$ cat config.mk
export PLATFORM = sky130hd
export DESIGN_NAME = p2tr_fifo
export DESIGN_NICKNAME = d
export VERILOG_FILES = /design/src/p2tr_pkg.sv /design/src/p2tr_fifo.sv
export SDC_FILE = /design/constraint.sdc
export NUM_CORES = 1
export LEC_CHECK = 0
export BUFFER_PORTS_ARGS = -buffer_cell sky130_fd_sc_hd__clkbuf_2
export CAP_MARGIN = 20
export CORE_MARGIN = 8
export CORE_UTILIZATION = 55
export DETAILED_ROUTE_END_ITERATION = 8
export GPL_ROUTABILITY_DRIVEN = 0
export HOLD_SLACK_MARGIN = 0.02
export PLACE_DENSITY = 0.8
export SLEW_MARGIN = 20
export SYNTH_ARGS = -nofsm -noshare
export SYNTH_HDL_FRONTEND = slang
export SYNTH_SLANG_ARGS = --single-unit
export TNS_END_PERCENT = 20
$ cat constraint.sdc
create_clock -name i_clk -period 3.79 [get_ports i_clk]
set_input_delay 0.758 -clock i_clk [delete_from_list [all_inputs] [get_ports i_clk]]
set_output_delay 0.758 -clock i_clk [all_outputs]
set_load 0.02 [all_outputs]
$ cat src/p2tr_pkg.sv
package p2tr_pkg;

    // Source geometry and frame store sizing.
    localparam int MAX_SRC_DIM  = 256;
    localparam int DIM_W        = 9;
    localparam int LOG2_CEILING = 8;
    localparam int STORE_DEPTH  = MAX_SRC_DIM * MAX_SRC_DIM;
    localparam int ADDR_W       = $clog2(STORE_DEPTH);
    localparam int AREA_W       = ADDR_W + 1;
    localparam int PIX_W        = 24;

    // Command queue between the front end and the back end.
    localparam int FIFO_DEPTH = 4;
    localparam int FIFO_AW    = $clog2(FIFO_DEPTH);
    localparam int FIFO_CW    = FIFO_AW + 1;

    // Configuration register indexes.
    typedef enum logic [1:0] {
        CFG_TEX_MAX_LOG2 = 2'd0,
        CFG_SRC_WIDTH    = 2'd1,
        CFG_SRC_HEIGHT   = 2'd2,
        CFG_SRC_IS_GRAY  = 2'd3
    } t_cfg_index;

    typedef struct packed {
        logic [3:0]       tex_max_log2;
        logic [DIM_W-1:0] src_width;
        logic [DIM_W-1:0] src_height;
        logic             src_is_gray;
    } t_cfg;

    // One classified item as it travels from the front end to the back end.
    typedef struct packed {
        logic             is_read;
        logic             oor;
        logic [PIX_W-1:0] pix;
        logic [7:0]       sx;
        logic [7:0]       sy;
        logic [DIM_W-1:0] tw;
        logic [DIM_W-1:0] th;
    } t_cmd;

    // Source dimensions above the store limit act as the limit.
    function automatic logic [DIM_W-1:0] f_clamp_dim(input logic [DIM_W-1:0] d);
        return (d > DIM_W'(MAX_SRC_DIM)) ? DIM_W'(MAX_SRC_DIM) : d;
    endfunction

    // Smallest k with 2^k >= d, capped by the configured limit (and by 8).
    function automatic logic [3:0] f_tex_log2(input logic [DIM_W-1:0] d,
                                              input logic [3:0]       cap);
        logic [3:0] k;
        logic [3:0] c;
        k = '0;
        c = (cap > 4'(LOG2_CEILING)) ? 4'(LOG2_CEILING) : cap;
        for (int i = LOG2_CEILING; i >= 0; i--) begin
            if (d <= (DIM_W'(1) << i)) begin
                k = 4'(i);
            end
        end
        return (k > c) ? c : k;
    endfunction

endpackage

$ cat src/p2tr_fifo.sv
module p2tr_fifo (
    input  logic           i_clk,
    input  logic           i_rst_n,
    input  logic           i_push,
    input  p2tr_pkg::t_cmd i_cmd,
    input  logic           i_pop,
    output logic           o_full,
    output logic           o_empty,
    output p2tr_pkg::t_cmd o_cmd
);
    import p2tr_pkg::*;

    t_cmd               r_entry [FIFO_DEPTH];
    logic [FIFO_AW-1:0] r_wr_ptr;
    logic [FIFO_AW-1:0] r_rd_ptr;
    logic [FIFO_CW-1:0] r_count;
    logic               do_push;
    logic               do_pop;

    assign o_full  = (r_count == FIFO_CW'(FIFO_DEPTH));
    assign o_empty = (r_count == '0);
    assign o_cmd   = r_entry[r_rd_ptr];
    assign do_push = i_push && !o_full;
    assign do_pop  = i_pop && !o_empty;

    // Pointers and fill level.
    always_ff @(posedge i_clk) begin
        if (!i_rst_n) begin
            r_wr_ptr <= '0;
            r_rd_ptr <= '0;
            r_count  <= '0;
        end else begin
            if (do_push) begin
                r_wr_ptr <= r_wr_ptr + FIFO_AW'(1);
            end
            if (do_pop) begin
                r_rd_ptr <= r_rd_ptr + FIFO_AW'(1);
            end
            if (do_push && !do_pop) begin
                r_count <= r_count + FIFO_CW'(1);
            end else if (do_pop && !do_push) begin
                r_count <= r_count - FIFO_CW'(1);
            end
        end
    end

    // Entry storage.
    always_ff @(posedge i_clk) begin
        if (do_push) begin
            r_entry[r_wr_ptr] <= i_cmd;
        end
    end

endmodule

Yosys cells after proc, flatten, opt, wreduce, memory -nomap -nowiden
Memory sizes are Yosys's and may differ from the RTL's. A register that Yosys moved wholly into a read port is not among the register bits.
Cells that the tools add are included.

word-level totals
  word-level logic and storage cells = 25
  bits of input ports = 64
  bits in registers = 7
  output and inout bits = 62
  bits in writable memories = 240
  memories = 1

memories
  memory   words  width  read ports  clocked after Yosys merged registers in  write ports  RTL line         text
  r_entry  4      60     1           1                                        1            p2tr_fifo.sv:13  t_cmd r_entry [FIFO_DEPTH];

operators by class
  reduce and logical (&&, ||, !) cells = 10
  equality and inequality tests = 1
  multiplexer cells = 6
  $add $sub $neg = 4

operators with widths
  cell                                                                count
  3-bit 2-to-1 mux                                                    2
  2-bit by 1-bit adder with 2-bit output, second input constant       2
  1-bit logical AND                                                   4
  1-bit logical NOT                                                   4
  2-bit 2-to-1 mux                                                    2
  3-bit by 1-bit adder with 3-bit output, second input constant       1
  3-bit equality test, second input constant                          1
  3-bit logical NOT                                                   1
  3-bit by 1-bit subtractor with 3-bit output, second input constant  1
  1-bit 2-to-1 mux                                                    2
  2-bit nonzero test                                                  1

Depth between registers and ports, before layout
  depth in word-level cells = 7
  depth in mapped cells = 9

Worst setup path before layout
Ideal clock, no wire load.

  path kind = input -> register
  start point = in i_push
  end point = mem r_entry[0][0] (netlist bit), enable pin
  cell stages on the path = 3
  path slack = 902 ps
  buffers on the path = 1
  setup time = 424 ps
  arrival time = 2464 ps
  cells stage by stage = nor2b_1 -> buf_2 -> and2_1

between the ends
  word-level cells in the longest chain between the ends = 3

ends and longest elaborated chain
  item                                    RTL line         text
  from (decl)                             p2tr_fifo.sv:4   input logic i_push,
  1-bit logical AND                       p2tr_fifo.sv:23  assign do_push = i_push && !o_full;
  named net do_push                       p2tr_fifo.sv:17  logic do_push;
  1-bit 2-to-1 mux                        p2tr_fifo.sv:49  if (do_push) begin
  1-bit 2-to-1 mux (implied by the code)  p2tr_fifo.sv:50  r_entry[r_wr_ptr] <= i_cmd;
  to (decl)                               p2tr_fifo.sv:13

The timed path passes the listed nets, and every way through them passes these cells.

==> flow_summary.ini <==
[clocking]
numCtsBuffers = 24
clockRootBuffer = clkbuf_16
cts_resized = 0
tritoncts = built
path_clk_slew_ns = 0.06
post_cts_buffers = 0
clockBufferDepth = 3
cts_hold_buf = 0
htreeDepth = 1
cts.sinks = 249
clkLatencyLatePin_ns = 0.50

[layout]
seqCellArea_um2 = 7390
final_nets = 570
final_common_cell = edfxtp_1
area_growth_pct = 16.8
drive_gt1_share_pct = 44.1
final_area_um2 = 10800
final_cell_mix = 240 x edfxtp_1, 125 x clkbuf_2, 60 x mux4_2
antenna_cells = 0
nFillCells = 1119
multi_input_area_um2 = 1640
finalNonFillerCells = 737

[min_path]
hold_path_end = r_entry[2][59]$_DFFE_PP_
hold_depth = 1
hp-class = input port to flip-flop
hold_start = i_cmd[59]

[grt]
antenna_found_initial = 1
grt_pass1_wl_um = 25700
grt-ovfl-total = 0
grt_start_max_net_pins = 61
grt_usage_pct = 15.5
grt_pass1_vias = 4586

[synth]
synthesis.instances = 362
synthesis.nets = 432
seq_area_frac_synth_pct = 80.2
synth.cell_area_um2 = 9210
synthDistinctLibCells = 24
avgSynthCellArea_um2 = 25.4
ys_seq_elements = 249
yosysWarnings = 0

[routing]
via_per_inst = 5.61
routedWlPerCell_um = 22.6
vias = 4133
ant_nets = 0
first_pass_iters = 4
drt-total-wl_um = 16700
drc = 0
first_iter_violations = 315

[critical_path]
reg2regPathDepth = 8
required_ns = 3.03
crit_chain = buf_4, mux4_2, clkbuf_2
timing_worst_setup_path_type = flip-flop to primary output
r2r_start = r_count[0]$_SDFFE_PN0P_
critPathMaxStageDelay_ns = 0.61
r2r_slack_ns = 1.30
slowest_stage = dfxtp_4
r2r-end = r_count[2]$_SDFFE_PN0P_
arrival_ns = 2.23
cp-end-kind = primary output
startpoint_type = flip-flop
critPathMaxFanout = 19

[placed_design]
dp_hpwl_um = 9700
dp_cells = 694
place_area_um2 = 10000
io_buffers = 125

[timing]
slew_violations = 0
hold_viol_final = 0
fin_crit_sh_pct = 78.7
fin_crit_ns = 2.98
max_freq_ghz = 0.335
rsz0062_at_grt = false
skew_ns = 0.0139
setup_viol = 0
holdWs_ns = 0.470
maxSlewHeadroom_pct = 36.4
worst_pin_slew_ns = 0.955
fin_tns_setup_ns = 0

[status]
status = complete, no violations

[die]
die_area_um2 = 21100
initial_core_util_pct = 55.9
core-area_um2 = 16500
rows = 47
fp.dieW_um = 145
io-pin-count = 126
chipHeight_um = 145

[pwr]
ir_drop_uv = 531
p_per_area_nw_per_um2 = 711
p_leak_nw = 3.64
finalPower_mw = 7.64

[flow_run]
maxCapViolCount = 0
-- Yosys cell counts, drive strengths merged --
cell	number	area (um^2)
and2	8	50.1
or3	1	6.26
a21boi	1	7.51
edfxtp	240	7210
xor2	1	8.76
xnor2	3	26.3
buf	15	170
nor3b	1	12.5
o31ai	1	12.5
nand2	4	15.0
o21ai	1	5.00
nor2b	2	12.5
mux2i	3	30.0
inv	3	11.3
nor3	1	5.00
mux4	60	1350
o311ai	1	8.76
fa	1	20.0
dfxtp	9	180
ha	5	62.6
clkbuf	1	3.75
-- cells by family after synthesis --
family | synth area share (%)
adder cells (fa/ha/maj) | 0.897
flip-flops | 80.2
buffers and inverters | 2.01
multiplexers | 15.0
AO/OA/AOI/OAI | 0.367
AND/OR/NAND/NOR | 1.10
XOR/XNOR | 0.381
-- sequential cells by signal, indices dropped and copies added, names as in the netlist, named ones only --
register,cells
r_wr_ptr,2
r_entry,240
r_rd_ptr,2
r_count,3
-- critical path: cells and delay by family, from the launching register on --
family,cells,cell delay [ns]
flip-flops,1,0.61
buffers and inverters,2,0.54
multiplexers,1,0.56
-- power by group --
group | leakage [nW] | internal, mW | switching (mW)
sequential | 2.27 | 3.35 | 0.163
clock | 0.368 | 1.33 | 0.943
combinational | 0.995 | 0.800 | 1.05
-- area by class of cell --
class,count,share of cell area (%)
sequential,249,68.8
multi-input combinational,94,15.3
timing repair buffer,128,6.26
clock buffer,28,5.92
tap,220,2.56
clock inverter,15,1.09
inverter,3,0.105
-- worst max path at each step --
stage,startpoint,to,slack (ns),cells past startpoint
2_1_floorplan,i_push,r_entry[0][0]$_DFFE_PP_,0.90,3
3_3_place_gp,i_push,r_count[2]$_SDFFE_PN0P_,1.21,8
3_5_place_dp,i_push,r_count[2]$_SDFFE_PN0P_,1.05,8
4_1_cts,flip-flop,o_cmd[47],0.74,3
5_1_grt,flip-flop,o_cmd[56],0.67,3
6_report,flip-flop,o_cmd[56],0.81,3
-- metal layers --
metal | GRT usage, % | routed length [um] | vias up
li1 | - | - | 1822
met4 | 4.37 | 282 | 2
met5 | 0 | 11 | -
met3 | 3.67 | 1100 | 29
met2 | 26.7 | 8630 | 139
met1 | 19.2 | 6660 | 2141
-- stage by stage --
step	util (%)	setup WS [ns]
floorplan	-	0.902
global placement	60.7	1.21
detailed placement	60.7	1.05
CTS	65.3	0.741
global route	65.3	0.666
finish	65.3	0.806
No activity file was read; power rests on OpenSTA's default activity.
