### src/p2tr_pkg.sv
package p2tr_pkg;

    // Source geometry and frame store sizing.
    localparam int MAX_SRC_DIM  = 256;
    localparam int DIM_W        = 9;
    localparam int LOG2_CEILING = 8;
    localparam int STORE_DEPTH  = MAX_SRC_DIM * MAX_SRC_DIM;
    localparam int ADDR_W       = $clog2(STORE_DEPTH);
    localparam int AREA_W       = ADDR_W + 1;
    localparam int PIX_W        = 24;

    // Command queue between the front end and the back end.
    localparam int FIFO_DEPTH = 4;
    localparam int FIFO_AW    = $clog2(FIFO_DEPTH);
    localparam int FIFO_CW    = FIFO_AW + 1;

    // Configuration register indexes.
    typedef enum logic [1:0] {
        CFG_TEX_MAX_LOG2 = 2'd0,
        CFG_SRC_WIDTH    = 2'd1,
        CFG_SRC_HEIGHT   = 2'd2,
        CFG_SRC_IS_GRAY  = 2'd3
    } t_cfg_index;

    typedef struct packed {
        logic [3:0]       tex_max_log2;
        logic [DIM_W-1:0] src_width;
        logic [DIM_W-1:0] src_height;
        logic             src_is_gray;
    } t_cfg;

    // One classified item as it travels from the front end to the back end.
    typedef struct packed {
        logic             is_read;
        logic             oor;
        logic [PIX_W-1:0] pix;
        logic [7:0]       sx;
        logic [7:0]       sy;
        logic [DIM_W-1:0] tw;
        logic [DIM_W-1:0] th;
    } t_cmd;

    // Source dimensions above the store limit act as the limit.
    function automatic logic [DIM_W-1:0] f_clamp_dim(input logic [DIM_W-1:0] d);
        return (d > DIM_W'(MAX_SRC_DIM)) ? DIM_W'(MAX_SRC_DIM) : d;
    endfunction

    // Smallest k with 2^k >= d, capped by the configured limit (and by 8).
    function automatic logic [3:0] f_tex_log2(input logic [DIM_W-1:0] d,
                                              input logic [3:0]       cap);
        logic [3:0] k;
        logic [3:0] c;
        k = '0;
        c = (cap > 4'(LOG2_CEILING)) ? 4'(LOG2_CEILING) : cap;
        for (int i = LOG2_CEILING; i >= 0; i--) begin
            if (d <= (DIM_W'(1) << i)) begin
                k = 4'(i);
            end
        end
        return (k > c) ? c : k;
    endfunction

endpackage

### src/p2tr_front.sv
module p2tr_front (
    input  logic              i_valid,
    input  logic              i_full,
    input  logic              i_mode,
    input  logic [7:0]        i_pixel_red,
    input  logic [7:0]        i_pixel_green,
    input  logic [7:0]        i_pixel_blue,
    input  logic [7:0]        i_tex_col,
    input  logic [7:0]        i_tex_row,
    input  p2tr_pkg::t_cfg    i_cfg,
    output logic              o_push,
    output p2tr_pkg::t_cmd    o_cmd
);
    import p2tr_pkg::*;

    logic [DIM_W-1:0] w;
    logic [DIM_W-1:0] h;
    logic [3:0]       lw;
    logic [3:0]       lh;
    logic [DIM_W-1:0] tw;
    logic [DIM_W-1:0] th;
    logic [DIM_W-1:0] row_flip;
    logic [16:0]      prod_x;
    logic [16:0]      prod_y;
    logic [16:0]      shr_x;
    logic [16:0]      shr_y;

    // Texture dimensions follow from the current source size and limit.
    always_comb begin
        w  = f_clamp_dim(i_cfg.src_width);
        h  = f_clamp_dim(i_cfg.src_height);
        lw = f_tex_log2(w, i_cfg.tex_max_log2);
        lh = f_tex_log2(h, i_cfg.tex_max_log2);
        tw = DIM_W'(1) << lw;
        th = DIM_W'(1) << lh;
    end

    // Flip Y and scale both coordinates to the source grid.
    always_comb begin
        row_flip = th - DIM_W'(1) - {1'b0, i_tex_row};
        prod_x   = 17'(i_tex_col) * 17'(w);
        prod_y   = 17'(row_flip[7:0]) * 17'(h);
        shr_x    = prod_x >> lw;
        shr_y    = prod_y >> lh;
    end

    // Classify the item and hand it to the queue.
    always_comb begin
        o_push        = i_valid && !i_full;
        o_cmd.is_read = i_mode;
        o_cmd.oor     = ({1'b0, i_tex_col} >= tw) || ({1'b0, i_tex_row} >= th);
        o_cmd.pix     = {i_pixel_red, i_pixel_green, i_pixel_blue};
        o_cmd.sx      = shr_x[7:0];
        o_cmd.sy      = shr_y[7:0];
        o_cmd.tw      = tw;
        o_cmd.th      = th;
    end

endmodule

### config.mk
export PLATFORM = sky130hd
export DESIGN_NAME = p2tr_front
export DESIGN_NICKNAME = d
export VERILOG_FILES = /design/src/p2tr_pkg.sv /design/src/p2tr_front.sv
export SDC_FILE = /design/constraint.sdc
export NUM_CORES = 1
export LEC_CHECK = 0
export ABC_CLOCK_PERIOD_IN_PS = 10600
export BUFFER_PORTS_ARGS = -buffer_cell sky130_fd_sc_hd__buf_2
export CORE_MARGIN = 2
export CORE_UTILIZATION = 28
export DETAILED_ROUTE_END_ITERATION = 8
export PLACE_DENSITY = 0.43
export SYNTH_ARGS = -nofsm -noshare
export SYNTH_HDL_FRONTEND = slang
export SYNTH_SLANG_ARGS = --single-unit
### constraint.sdc
create_clock -name vclk -period 10.6
set_input_delay 1.59 -clock vclk [all_inputs]
set_output_delay 1.59 -clock vclk [all_outputs]
set_load 0.03 [all_outputs]
; Word level (Yosys, flattened, before mapping)
; Cells that the tools add are included.
[classes]
n_addsub = 2
mul = 2
n_lt_le_gt_ge = 25
shift = 4
muxes = 23
n_reduce_logical = 3
[op_table]
columns = operator, n
row1 = two-way mux 4 bit, 21
row2 = multiplier 8 x 9 -> 17 bit, 2
row3 = >> shifter 17 x 4 -> 8 bit, 2
row4 = greater-or-equal comparator 8 x 9 -> 1 bit, 2
row5 = greater-than comparator 9 bit (second input constant), 2
row6 = <= comparator 9 x 1 -> 1 bit (second input constant), 2
row7 = <= comparator 9 x 2 -> 1 bit (second input constant), 2
row8 = <= comparator 9 x 3 -> 1 bit (second input constant), 2
row9 = <= comparator 9 x 4 -> 1 bit (second input constant), 2
row10 = <= comparator 9 x 5 -> 1 bit (second input constant), 2
row11 = <= comparator 9 x 6 -> 1 bit (second input constant), 2
row12 = <= comparator 9 x 7 -> 1 bit (second input constant), 2
row13 = <= comparator 9 x 8 -> 1 bit (second input constant), 2
row14 = <= comparator 9 bit (second input constant), 2
row15 = two-way mux 9 bit, 2
row16 = left shift 1 x 4 -> 9 bit (first input constant), 2
row17 = greater-than comparator 4 bit, 2
row18 = subtractor 8 x 1 -> 8 bit (second input constant), 1
row19 = subtractor 8 bit, 1
row20 = greater-than comparator 4 bit (second input constant), 1
row21 = logical AND 1 bit, 1
row22 = logical NOT 1 bit, 1
row23 = logical OR 1 bit, 1
[totals]
regBits = 0
in_bits = 66
output_inout_bits = 61
word_cells = 59

; Logic depth before layout (Yosys ltp)
; Gate-level depths: netlist (run 1).
[depth]
ltp_word = 19
depth_mapped = 39
ltp_nobuf = 38

; Least setup slack after synthesis (run 1)
; Ideal clock, no wire load.
[synth_path]
kind = input -> output
start = input i_cfg[9] (netlist bit)
end = output o_cmd[19] (netlist bit)
arrival_time_ps = 10689
path_slack_ps = -1679
stages = 33
path_buffers = 1
cell_sequence = buf_2 -> or4_1 -> o22ai_1 -> o211ai_1 -> inv_1 -> ha_1 -> and4_1 -> a21oi_2 -> mux2i_1 -> nand2_1 -> nor3_1 -> ha_1 -> a21o_1 -> a21oi_1 -> o21ai_0 -> a21o_1 -> a21o_1 -> xnor2_1 -> nor2_1 -> fa_1 -> inv_1 -> fa_1 -> fa_1 -> fa_1 -> inv_1 -> ha_1 -> o21a_1 -> o31a_1 -> o31ai_1 -> xnor2_1 -> mux2_1 -> mux2i_1 -> o21ai_0
[synth_lines]
columns = element, line_no
row1 = from (decl), p2tr_front.sv:10  ; input p2tr_pkg::t_cfg i_cfg,
row2 = to (decl), p2tr_front.sv:12  ; output p2tr_pkg::t_cmd o_cmd

==> key figures, run 1 <==
Synth
  • Synth top area cells: fa_1 (23%), ha_1 (18%), inv_1 (7.8%), nand2_1 (4.7%), mux2i_1 (4.1%)
  • Top cell type's share of synthesized area: a little under a quarter
  • Mapped Area: roughly 7400 µm²
  • Mapped Avg Cell Area: around 7.8 µm²
  • Yosys warning total: 0
  • Leading area contributor after synthesis: fa_1
  • Post-synthesis sequential area ratio: 0%
  • Synth Net Count: about 1200
  • Post-synthesis instance total: between 900 and 1000
  • Number of distinct library cells after synthesis: slightly below 70

Cells and area
  • Fillcell total: approximately 2800
  • Commonest non-fill, non-tap cell in the layout: inv_1
  • N_diodes: 0
  • Seq_cells: 0
  • Nets: about 1400
  • Storage element area: 0 µm²
  • Finished Layout Cells: ~1400
  • Most frequent cells in the layout: inv_1 (147), buf_4 (129), ha_1 (97)
  • Clk_buf instances: 0
  • Layout cells sized above 1: 29.4%
  • Final core occ: about 37%
  • Area grow syn2layout: 28.8%

Route
  • Via count: between 6000 and 7000
  • Wire length per cell: approximately 15 µm
  • Drt total wl: between 20 and 25 mm
  • Detailed Routing Iterations Pass 1: 5
  • Starting DRC count in detailed routing: around 290
  • Residual DRC: 0
  • Antenna viol nets, final: 0
  • Via/cell ratio: 4.70

STA
  • Final Cycle Share: 106%
  • RSZ-0062 raised after global routing: yes
  • Final-report hold violation count: 0
  • Max Slew Vio Count: 0
  • Slew Limit Headroom: a little over two fifths
  • Fin Hold WS: 3180 ps
  • Setup ws final: -650 ps
  • Slew of the pin with the lowest slew margin: around 850 ps
  • Final Critical Period: ~11000 ps
  • FMAX: between 80 and 90 MHz
  • Setup TNS: -4850 ps
  • Final setup vio count: 8

Power
  • Power Dens Cells: 161 nW/µm²
  • Logic pwr share: 100.0%
  • Max VDD drop: just over 0.00008 V
  • Switching pwr: 0.835 mW
  • Clock power frac: 0%
  • LEAKAGE: approximately 4.7 nW
  • Switching share of power: a little over half
  • Seq pwr share: 0%
  • P_int: slightly below 0.7 mW
  • Overall power: roughly 1.5 mW

Setup path
  • CP arrival: just under 10000 ps
  • Crit. End Element: output pin
  • Maximum fanout along the worst path: 6
  • Most common cell on crit path: fa_1
  • CP startpoint kind: input pin
  • Setup CP Type: in -> out
  • Critical Path RT: about 9000 ps
  • Max incr delay on CP: approximately 520 ps
  • CP max-delay cell: fa_1

Global route
  • Initial antenna violation count: 0
  • Vias in the first global route: about 7000
  • Global Route Usage Sum: ~16%
  • Grt ovf: 0
  • Pin count of the biggest net entering global routing: 28
  • First-pass GRT wire length: ~36 mm

Flow run
  • Max-cap violations: 0

Placement
  • Routability cong.: around 0.81
  • Port Buffers: 76
  • Placed cell count: around 1400
  • DP Wirelength: about 19 mm

Clock network
  • CTS Hold Buffers Added: 0

Status
  • Failing checks: negative setup slack
  • Status: finished, violations left

Floorplan
  • Num ports: between 100 and 150
  • Die H: approximately 170 µm
  • Starting Density: between 20% and 30%
  • Total Die Area: approximately 28000 µm²
  • Core ar.: 25900 µm²
  • Chip Width: ~170 µm
  • Num rows: approximately 60

Worst hold path
  • Worst Hold Class: in -> out
[repair_timing]
action | in CTS | in global routing
buffers inserted | 16 | 3
resized for setup | 67 | 14
endpoints found under the setup margin | 8 | 8
pin swaps | 41 | 22
[per-stage QoR]
step           setup slack (ps)  cell area, µm²
2_1_floorplan              -469            7640
3_5_place_dp               -948            8970
5_1_grt                   -1030            9480
4_1_cts                    -605            9390
3_3_place_gp               -954            8970
6_report                   -650            9480
[final timing paths]
check	from	end	slack [ps]	cells after the start
setup / recovery	i_cfg[9]	o_cmd[23]	-650	38
hold / removal	i_pixel_blue[1]	o_cmd[35]	3180	0
[cell usage after synthesis (3+ instances only)]
master    number
a211oi_1       7
a21o_1        24
a21oi_1       35
a22oi_1       13
a31oi_1        3
and2_1        43
buf_1          3
buf_2          9
buf_4         26
clkbuf_1       9
fa_1          85
ha_1         105
inv_1        153
mux2_2         9
mux2i_1       30
nand2_1       93
nand2b_1      23
nand3_1       10
nor2_1        76
nor2b_1       24
nor3_1        14
o211ai_1      11
o21a_1        12
o21ai_0       19
o21ai_1        4
o21bai_1       3
o221ai_1       8
o22ai_1        3
or2_2          4
or3_1          6
xnor2_1       17
xor2_1        13
[worst max-delay path: cells and delay by family]
kind	cells	cell delay, ps
xor gates and xnor gates	2	280
adders and majority gates	8	2990
and+or+nand+nor	7	1580
buffers and inverters	9	1010
AOI/OAI and AO/OA	9	1520
muxes	3	660
[final cells by class]
| cell class | instances | area, µm² | area share, % |
|---|---|---|---|
| Tap cell | 335 | 419 | 4.42 |
| Timing Repair Buffer | 208 | 1470 | 15.5 |
| Inverter | 154 | 582 | 6.14 |
| Multi-Input combinational cell | 741 | 7010 | 74.0 |
[per-layer routing]
metal	vias to the layer above	part of all wire [%]	track usage, %
li1	3423	-	-
met1	3234	49	22.7
met2	96	48	27.5
met3	7	2.5	0.524
met4	0	0.55	0.907
met5	-	0	0
[power by group through the flow]
stage	combinational (mW)	sequential, mW	clock (mW)
finish	1.53	0	0
global route	1.68	0	0
CTS	1.52	0	0
detailed placement	1.36	0	0
global placement	1.37	0	0
floorplan	0.915	0	0
[logic make-up after synthesis]
kind of cell / Yosys count / share of synthesized area [%]
buf+inv: 204 / 12.2
mux: 45 / 6.66
simple gates: 308 / 20.5
xor+xnor: 30 / 3.57
fa+ha+maj: 190 / 41.0
compound gates: 168 / 16.1
(Power assumes the default switching activity.)
==> run 2: changes to the inputs <==
--- a/config.mk
+++ b/config.mk
@@ -5,12 +5,12 @@
 export SDC_FILE = /design/constraint.sdc
 export NUM_CORES = 1
 export LEC_CHECK = 0
-export ABC_CLOCK_PERIOD_IN_PS = 10600
+export ABC_CLOCK_PERIOD_IN_PS = 13100
 export BUFFER_PORTS_ARGS = -buffer_cell sky130_fd_sc_hd__buf_2
 export CORE_MARGIN = 2
 export CORE_UTILIZATION = 28
 export DETAILED_ROUTE_END_ITERATION = 8
-export PLACE_DENSITY = 0.43
+export PLACE_DENSITY_LB_ADDON = 0.25
 export SYNTH_ARGS = -nofsm -noshare
 export SYNTH_HDL_FRONTEND = slang
 export SYNTH_SLANG_ARGS = --single-unit
==> constraint.sdc (replaced) <==
create_clock -name vclk -period 13.1
set_input_delay 1.965 -clock vclk [all_inputs]
set_output_delay 1.965 -clock vclk [all_outputs]
set_load 0.03 [all_outputs]
==> run 2 against run 1 <==
  * The run now ends clean
  * Via count down 4.6%
  * Cell count shrank 7.5%
  * Worst setup slack gained 1200 ps
  * Worst hold slack improved by 750 ps
  * Non-clock buffer count down 108
  * Critical path type unchanged
==> key figures, run 2 (same netlist as run 1, synthesis figures left out) <==
Status
  • Status: finished, final reports clean

Setup path
  • Most common cell on crit path: fa_1
  • Maximum fanout along the worst path: 7
  • CP startpoint kind: input pin
  • Max incr delay on CP: ~560 ps
  • Setup CP Type: in -> out
  • CP arrival: roughly 11000 ps
  • Crit. End Element: output pin
  • Critical Path RT: between 10000 and 15000 ps
  • CP max-delay cell: fa_1

Floorplan
  • Die H: about 170 µm
  • Starting Density: between 20% and 30%
  • Total Die Area: about 28000 µm²
  • Num rows: a little under 60
  • Core ar.: about 26000 µm²
  • Chip Width: approximately 170 µm
  • Num ports: between 100 and 150

Power
  • Seq pwr share: 0%
  • Switching pwr: 0.555 mW
  • LEAKAGE: a little over 4 nW
  • Power Dens Cells: 111 nW/µm²
  • Max VDD drop: about 0.00014 V
  • Clock power frac: 0%
  • Switching share of power: slightly above 60%
  • Logic pwr share: 100.0%
  • P_int: between 0.3 and 0.4 mW

Cells and area
  • Most frequent cells in the layout: inv_1 (153), ha_1 (105), nand2_1 (93)
  • Finished Layout Cells: 1330
  • Layout cells sized above 1: approximately 14%
  • Nets: 1253
  • Clk_buf instances: 0
  • Commonest non-fill, non-tap cell in the layout: inv_1
  • Area grow syn2layout: 9.67%
  • Storage element area: 0 µm²
  • Seq_cells: 0
  • Final core occ: approximately 31%
  • N_diodes: 0

Global route
  • First-pass GRT wire length: about 34 mm
  • Global Route Usage Sum: 14.6%
  • Grt ovf: 0
  • Vias in the first global route: 6695
  • Pin count of the biggest net entering global routing: 28
  • Initial antenna violation count: 0

STA
  • FMAX: about 80 MHz
  • Max Slew Vio Count: 0
  • Final-report hold violation count: 0
  • Final Critical Period: about 13000 ps
  • Setup ws final: 542 ps
  • Final Cycle Share: 95.9%
  • Slew Limit Headroom: between 40% and 50%
  • Slew of the pin with the lowest slew margin: roughly 800 ps
  • Final setup vio count: 0

Worst hold path
  • Worst Hold Class: in -> out

Placement
  • DP Worst Slack: just under 300 ps
  • Port Buffers: 76
  • DP Wirelength: around 18 mm
  • Routability cong.: 0.876
  • Placed cell count: between 1000 and 1500

Route
  • Detailed Routing Iterations Pass 1: 5
  • Wire length per cell: 15.1 µm
  • Via count: 6451
  • Residual DRC: 0
  • Drt total wl: 20.0 mm
  • Starting DRC count in detailed routing: around 300
  • Antenna viol nets, final: 0
  • Via/cell ratio: just under 5

Flow run
  • Max-cap violations: 0
[run 2: power by group through the flow]
stage | clock (mW) | combinational (mW) | sequential [mW]
after CTS | 0 | 0.895 | 0
final | 0 | 0.895 | 0
after floorplan | 0 | 0.670 | 0
after detailed placement | 0 | 0.887 | 0
after global routing | 0 | 1.00 | 0
after global placement | 0 | 0.893 | 0
[run 2: area by class of cell]
class	instances	area (µm²)
inverters	154	578
multi-input cells	741	6510
repair buffers	100	563
well taps	335	419
fillers	2826	17800
[run 2: per-stage QoR]
stage | setup TNS, ps | power (mW) | area [µm²] | hold WS, ps
floorplan | 0 | 0.670 | 7360 | 4040
global placement | 0 | 0.893 | 8000 | 3930
detailed placement | 0 | 0.887 | 8000 | 3930
CTS | 0 | 0.895 | 8000 | 3930
global route | -21.7 | 1.00 | 8070 | 3930
finish | 0 | 0.895 | 8070 | 3930
[run 2: path summary, 6_finish.rpt]
| check | cells after the start | to | startpoint |
|---|---|---|---|
| worst max-delay path | 39 | o_cmd[24] | i_cfg[2] |
| worst min-delay path | 0 | o_cmd[38] | i_pixel_blue[4] |
[run 2: critical path: cells and delay by family]
kind | cells | cell delay, ps
AOI/OAI and AO/OA | 11 | 2040
and+or+nand+nor | 9 | 1750
muxes | 1 | 170
adders and majority gates | 8 | 3250
xor gates and xnor gates | 2 | 350
buffers and inverters | 8 | 1060
[run 2: repair_timing]
item                       CTS  global route
hold endpoints to repair     0             0
buffers inserted             0             2
gates resized for setup      0            12
setup endpoints to repair    0             8
hold buffers                 0             0
[run 2: per-layer routing]
layer	GRT usage (%)	part of all wire, %	up-vias
met5	0	0	-
met4	1.17	0.82	0
met3	1.41	4.2	16
met2	25.2	47	121
met1	20.7	48	3118
li1	-	-	3196
==> run 3: changes to the inputs <==
==> constraint.sdc (replaced) <==
create_clock -name vclk -period 13.1
set_input_delay 1.965 -clock vclk [all_inputs]
set_output_delay 1.965 -clock vclk [all_outputs]
set_load 0.02 [all_outputs]
==> run 3 against run 2 <==
  * Largest cell class unchanged
  * Combinational power down 3.5%
  * Utilization is essentially flat
  * Highest routed layer unchanged
  * Largest power group unchanged
  * Worst setup slack better by 58 ps
==> key figures, run 3 (same netlist as run 1, synthesis figures left out) <==
Setup path
  • CP arrival: about 11000 ps
  • Crit path capture: o_cmd[24]
  • CP max-delay cell: fa_1
  • Critical Path RT: between 10000 and 15000 ps
  • CP startpoint kind: input pin
  • Max incr delay on CP: between 500 and 600 ps
  • Crit path from: i_cfg[5]
  • Maximum fanout along the worst path: 8
  • Crit. End Element: output pin
  • Most common cell on crit path: fa_1
  • Setup CP Type: in -> out

Route
  • Drt total wl: approximately 20 mm
  • Detailed Routing Iterations Pass 1: 4
  • Via/cell ratio: roughly 4.8
  • Antenna viol nets, final: 0
  • Via count: ~6400
  • Wire length per cell: around 15 µm
  • Starting DRC count in detailed routing: about 250
  • Residual DRC: 0

Global route
  • First-pass GRT wire length: roughly 34 mm
  • Grt ovf: 0
  • Vias in the first global route: between 6000 and 7000
  • Global Route Usage Sum: 14.5%
  • Pin count of the biggest net entering global routing: 28
  • Initial antenna violation count: 0

STA
  • Final-report hold violation count: 0
  • FMAX: around 80 MHz
  • Slew of the pin with the lowest slew margin: about 840 ps
  • Slew Limit Headroom: a little over two fifths
  • Setup TNS: 0 ps
  • Final Critical Period: 12500 ps
  • RSZ-0062 raised after global routing: no
  • Final Cycle Share: 95.4%
  • Max Slew Vio Count: 0
  • Final setup vio count: 0
  • Setup ws final: between 600 and 700 ps
  • Fin Hold WS: 3930 ps

Cells and area
  • Clk_buf instances: 0
  • Layout cells sized above 1: 14.2%
  • Seq_cells: 0
  • Nets: approximately 1300
  • Storage element area: 0 µm²
  • Area grow syn2layout: 9.69%
  • Commonest non-fill, non-tap cell in the layout: inv_1
  • N_diodes: 0
  • Finished Layout Cells: between 1000 and 1500
  • Most frequent cells in the layout: inv_1 (153), ha_1 (104), nand2_1 (93)

Flow run
  • Max-cap violations: 0

Floorplan
  • Chip Width: approximately 170 µm
  • Die H: 166 µm
  • Core ar.: ~26000 µm²
  • Num rows: between 50 and 60
  • Starting Density: around 28%
  • Total Die Area: around 28000 µm²
  • Num ports: ~130

Placement
  • DP Worst Slack: slightly below 300 ps
  • Routability cong.: between 0.8 and 0.9
  • Placed cell count: 1328
  • DP Wirelength: between 15 and 20 mm
  • Port Buffers: 76

Power
  • LEAKAGE: 4.07 nW
  • Max VDD drop: 0.000104 V
  • Power Dens Cells: 107 nW/µm²

Worst hold path
  • Worst Hold Class: in -> out

Status
  • Status: finished, final reports clean
## run 3: metal layers
metal | global-route usage [%] | part of all wire, % | wire length (µm)
met3 | 0.858 | 3.7 | 742
met1 | 21.1 | 49 | 9790
met5 | 0 | 0 | 0
met2 | 24.6 | 46 | 9220
met4 | 1.40 | 0.88 | 175
## run 3: worst min path at each step
stage | from | endpoint | slack (ps) | cells past startpoint
6_report | i_pixel_blue[4] | o_cmd[38] | 3930 | 0
5_1_grt | i_pixel_green[3] | o_cmd[45] | 3930 | 0
4_1_cts | i_pixel_blue[1] | o_cmd[35] | 3930 | 0
3_5_place_dp | i_pixel_blue[1] | o_cmd[35] | 3930 | 0
3_3_place_gp | i_pixel_blue[1] | o_cmd[35] | 3930 | 0
2_1_floorplan | i_full | o_push | 4010 | 1
## run 3: worst max-delay path, delay by kind of cell
family	cells	cell delay [ps]
adder cells (fa/ha/maj)	8	3220
AND/OR/NAND/NOR	8	1880
AO/OA/AOI/OAI	11	1820
buffers and inverters	9	1110
XOR/XNOR	2	300
multiplexers	1	230
## run 3: what timing repair did
| item | 4_1_cts | 5_1_grt |
|---|---|---|
| hold buffers | 0 | 0 |
| setup buffers | 0 | 1 |
| setup endpoints to repair | 0 | 8 |
| resized for setup | 0 | 15 |
## run 3: layout make-up
type / instances / area, µm²
fillers: 2800 / 17800
multi-input cells: 741 / 6510
inverters: 154 / 578
repair buffers: 99 / 562
well taps: 335 / 419
## run 3: where the power goes
part / leakage, nW / internal [mW] / switching [mW] / total [mW]
clock: 0 / 0 / 0 / 0
sequential: 0 / 0 / 0 / 0
combinational: 4.07 / 0.340 / 0.524 / 0.864
total: 4.07 / 0.340 / 0.524 / 0.864
## run 3: per-stage QoR
stage | power, mW | utilization (%) | cell area [µm²]
final | 0.864 | 31.2 | 8070
after global routing | 0.974 | 31.2 | 8070
after CTS | 0.859 | 30.9 | 8000
after detailed placement | 0.852 | 30.9 | 8000
after global placement | 0.856 | 30.9 | 8000
after floorplan | 0.632 | - | 7360
